`config.mk`:
```
export PLATFORM = sky130hd
export DESIGN_NAME = pcg_ram
export DESIGN_NICKNAME = d
export VERILOG_FILES = /design/src/hw/rtl/pcg_ram.sv
export SDC_FILE = /design/constraint.sdc
export NUM_CORES = 1
export LEC_CHECK = 0
export CAP_MARGIN = 20
export CELL_PAD_IN_SITES_DETAIL_PLACEMENT = 1
export CELL_PAD_IN_SITES_GLOBAL_PLACEMENT = 1
export CORE_MARGIN = 2
export CORE_UTILIZATION = 50
export CTS_CLUSTER_SIZE = 25
export DETAILED_ROUTE_END_ITERATION = 6
export DONT_BUFFER_PORTS = 1
export PLACE_DENSITY = 0.72
export SETUP_SLACK_MARGIN = 0.05
export SLEW_MARGIN = 20
export SYNTH_ARGS = -nofsm -noshare
export SYNTH_HDL_FRONTEND = slang
export SYNTH_SLANG_ARGS = --single-unit
```
`constraint.sdc`:
```
create_clock -name clk_i -period 1.7 [get_ports clk_i]
set_input_delay 0.085 -clock clk_i [delete_from_list [all_inputs] [get_ports clk_i]]
set_output_delay 0.085 -clock clk_i [all_outputs]
set_load 0.1 [all_outputs]
```
`src/hw/rtl/pcg_ram.sv`:
```
// Generic single-write, single-read RAM with registered read data.
`timescale 1ns / 1ps

module pcg_ram #(
  parameter int WIDTH = 8,
  parameter int DEPTH = 16,
  localparam int AW = (DEPTH > 1) ? $clog2(DEPTH) : 1
) (
  input  logic             clk_i,
  input  logic             we_i,
  input  logic [AW-1:0]    waddr_i,
  input  logic [WIDTH-1:0] wdata_i,
  input  logic             re_i,
  input  logic [AW-1:0]    raddr_i,
  output logic [WIDTH-1:0] rdata_o
);

  logic [WIDTH-1:0] mem_q [DEPTH];
  logic [WIDTH-1:0] rdata_q;

  always_ff @(posedge clk_i) begin
    if (we_i) begin
      mem_q[waddr_i] <= wdata_i;
    end
    if (re_i) begin
      rdata_q <= mem_q[raddr_i];
    end
  end

  assign rdata_o = rdata_q;

endmodule

```
==> impl_metrics.env <==
export IMPL_grt_first_pass_wirelength_mm=17.1
export IMPL_core_um2=10200
export IMPL_clock_path_buffers=2
export IMPL_cp_end_kind="flop"
export IMPL_yosys_warnings=0
export IMPL_cts_tree="built"
export IMPL_p_total_mw=7.57
export IMPL_fp_dieH_um=106
export IMPL_setup_violations_final=0
export IMPL_syn_inst=229
export IMPL_synth_common_cells="edfxtp_1, mux4_2, a22oi_1, mux4_1, nor2_1"
export IMPL_syn2layout_area_growth_pct=19.3
export IMPL_critPathMaxFanout=1
export IMPL_clk_pin_slew_worst_paths_ns=0.06
export IMPL_synth_edf_count=136
export IMPL_nNetsFinal=301
export IMPL_grt_pass1_vias=2761
export IMPL_yosys_cell_count_top_type="edfxtp_1"
export IMPL_hpwlAfterDp_mm=6.80
export IMPL_gr_usage_met3=0.0693
export IMPL_synthArstFlopShare=0
export IMPL_fillers=855
export IMPL_drive_gt1_frac=0.244
export IMPL_cts_root_buf="clkbuf_8"
export IMPL_finalSetupTns_ns=0
export IMPL_setup_worst_path_start_class="flop"
export IMPL_worstMarginPinSlew_ns=0.628
export IMPL_synth_area_leaders="edfxtp_1, mux4_2, mux4_1"
export IMPL_port_buffer_count=0
export IMPL_max_cap_viol_count=0
export IMPL_syn_cell_area_um2=5230
export IMPL_synth_cell_types=18
export IMPL_post_route_drc_count=0
export IMPL_rsz0062_at_grt="no"
export IMPL_h_tree_depth=4
export IMPL_holdCritPathClass="in2reg"
export IMPL_grt_usage=0.222
export IMPL_rows=37
export IMPL_busiest_layer="met2"
export IMPL_grt_ovfl_total=0
export IMPL_slew_headroom=0.580
export IMPL_ant_nets=0
export IMPL_synth_ff_type="edfxtp_1"
export IMPL_status="finished clean"
export IMPL_slew_viol_final=0
export IMPL_critPathRequiredTime_ns=1.96
export IMPL_skew_ns=0.00439
export IMPL_ys_ff_latch=136
export IMPL_cts_buffers=17
export IMPL_cp_arrival_ns=1.80
export IMPL_fin_crit_sh=0.905
export IMPL_avgRoutedWirePerCell_um=26.3
export IMPL_p_leak_nw=2.10
export IMPL_io_pins=27
export IMPL_antenna_found_initial=0
export IMPL_synth_top_area_share=0.781
export IMPL_irDropWorstVdd_mv=0.632
export IMPL_setup_worst_path_class="reg2reg"
export IMPL_antennaDiodeCount=0
export IMPL_period_needed_ns=1.54
export IMPL_grt_max_degree=28
export IMPL_max_freq_ghz=0.650
export IMPL_use_met1=0.293
export IMPL_yosysTopAreaCell="edfxtp_1"
export IMPL_first_pass_iters=4
export IMPL_reg2reg_slack_ns=0.16
export IMPL_worstSkewPairLatency_ns=0.51
export IMPL_start_util=0.511
export IMPL_hold_viol=0
export IMPL_seq_area_frac_synth=0.781
export IMPL_drtIter0Drc=165
export IMPL_numClockSinks=136
export IMPL_grtUsageMet2=0.355
export IMPL_die_w_um=106
export IMPL_routed_via_count=2520
export IMPL_syn_num_nets=248
export IMPL_gp_congestion=0.703
export IMPL_postSynthAreaPerCell_um2=22.8
export IMPL_dieArea_um2=11300
export IMPL_viasPerCell=5.85
export IMPL_post_cts_setup_buffer_count=0
export IMPL_p_per_area_nw_per_um2=1210
export IMPL_wirelength_mm=11.3
[metal layers]
metal | wire length, um | up-vias
met2 | 5750 | 90
met4 | 195 | 0
met3 | 647 | 17
met1 | 4730 | 1324
li1 | - | 1089
met5 | 0 | -
[where the power goes]
group	total [mW]	internal [mW]	switching, mW
combinational	0.461	0.166	0.295
clock	3.31	2.06	1.25
sequential	3.80	3.78	0.0218
[sequential cells by signal (all words and copies together), names as in the netlist]
register / count
mem_q: 128
rdata_o: 8
[final timing paths]
path                start          end  cells after the start
max           mem_q[2][3]   rdata_o[3]                      3
min            waddr_i[0]  mem_q[6][0]                      2
max reg2reg   mem_q[2][3]   rdata_o[3]                      3
min reg2reg  mem_q[14][2]   rdata_o[2]                      3
[per-stage QoR]
step,setup slack (ns),std cells,instance area [um2],hold WS [ns],util
after floorplan,0.122,229,5230,0.184,-
after global placement,0.240,381,5510,0.185,0.538
after detailed placement,0.163,381,5510,0.185,0.538
after CTS,0.103,431,6230,0.000663,0.609
after global routing,0.129,431,6230,0.0163,0.609
final,0.161,431,6230,0.0201,0.609
[kinds of logic after synthesis]
| logic type | Yosys count | share of synthesized area |
|---|---|---|
| flip-flops | 136 | 0.781 |
| AO/OA/AOI/OAI | 16 | 0.0230 |
| AND/OR/NAND/NOR | 35 | 0.0314 |
| multiplexers | 32 | 0.148 |
| buffers and inverters | 10 | 0.0165 |
[cell type report]
type | count | area, um2 | area share
clock buffer | 21 | 429 | 0.0688
clock inverter | 11 | 106 | 0.0171
sequential | 136 | 4080 | 0.655
tap | 136 | 170 | 0.0273
timing repair buffer | 44 | 388 | 0.0622
multi-input combinational | 83 | 1060 | 0.170
[critical path, stage by stage, from the launching register on]
cell      delay, ns
edfxtp_1       0.38
mux4_1         0.52
a22oi_1        0.28
nand2_1        0.10
[placed cells by master, fill, tap and decap left out, types with 2 or more instances in the layout]
master / Yosys / layout
nand2_1: 9 / 9
nor2_1: 13 / 13
nor3_1: 4 / 4
clkinv_1: 0 / 2
buf_4: 1 / 26
nand3b_1: 2 / 2
clkinv_2: 0 / 6
bufinv_16: 0 / 2
clkbuf_1: 0 / 4
a22oi_1: 16 / 16
mux4_2: 18 / 18
edfxtp_1: 136 / 136
clkbuf_16: 0 / 16
mux4_1: 14 / 14
nand2b_1: 2 / 2
dlygate4sd3_1: 0 / 16
[what timing repair did]
item	CTS	global route
setup endpoints to repair	0	2
gates resized for setup	0	1
endpoints found under the hold margin	177	0
hold buffers	18	0
Power figures use the tool's default switching activity.
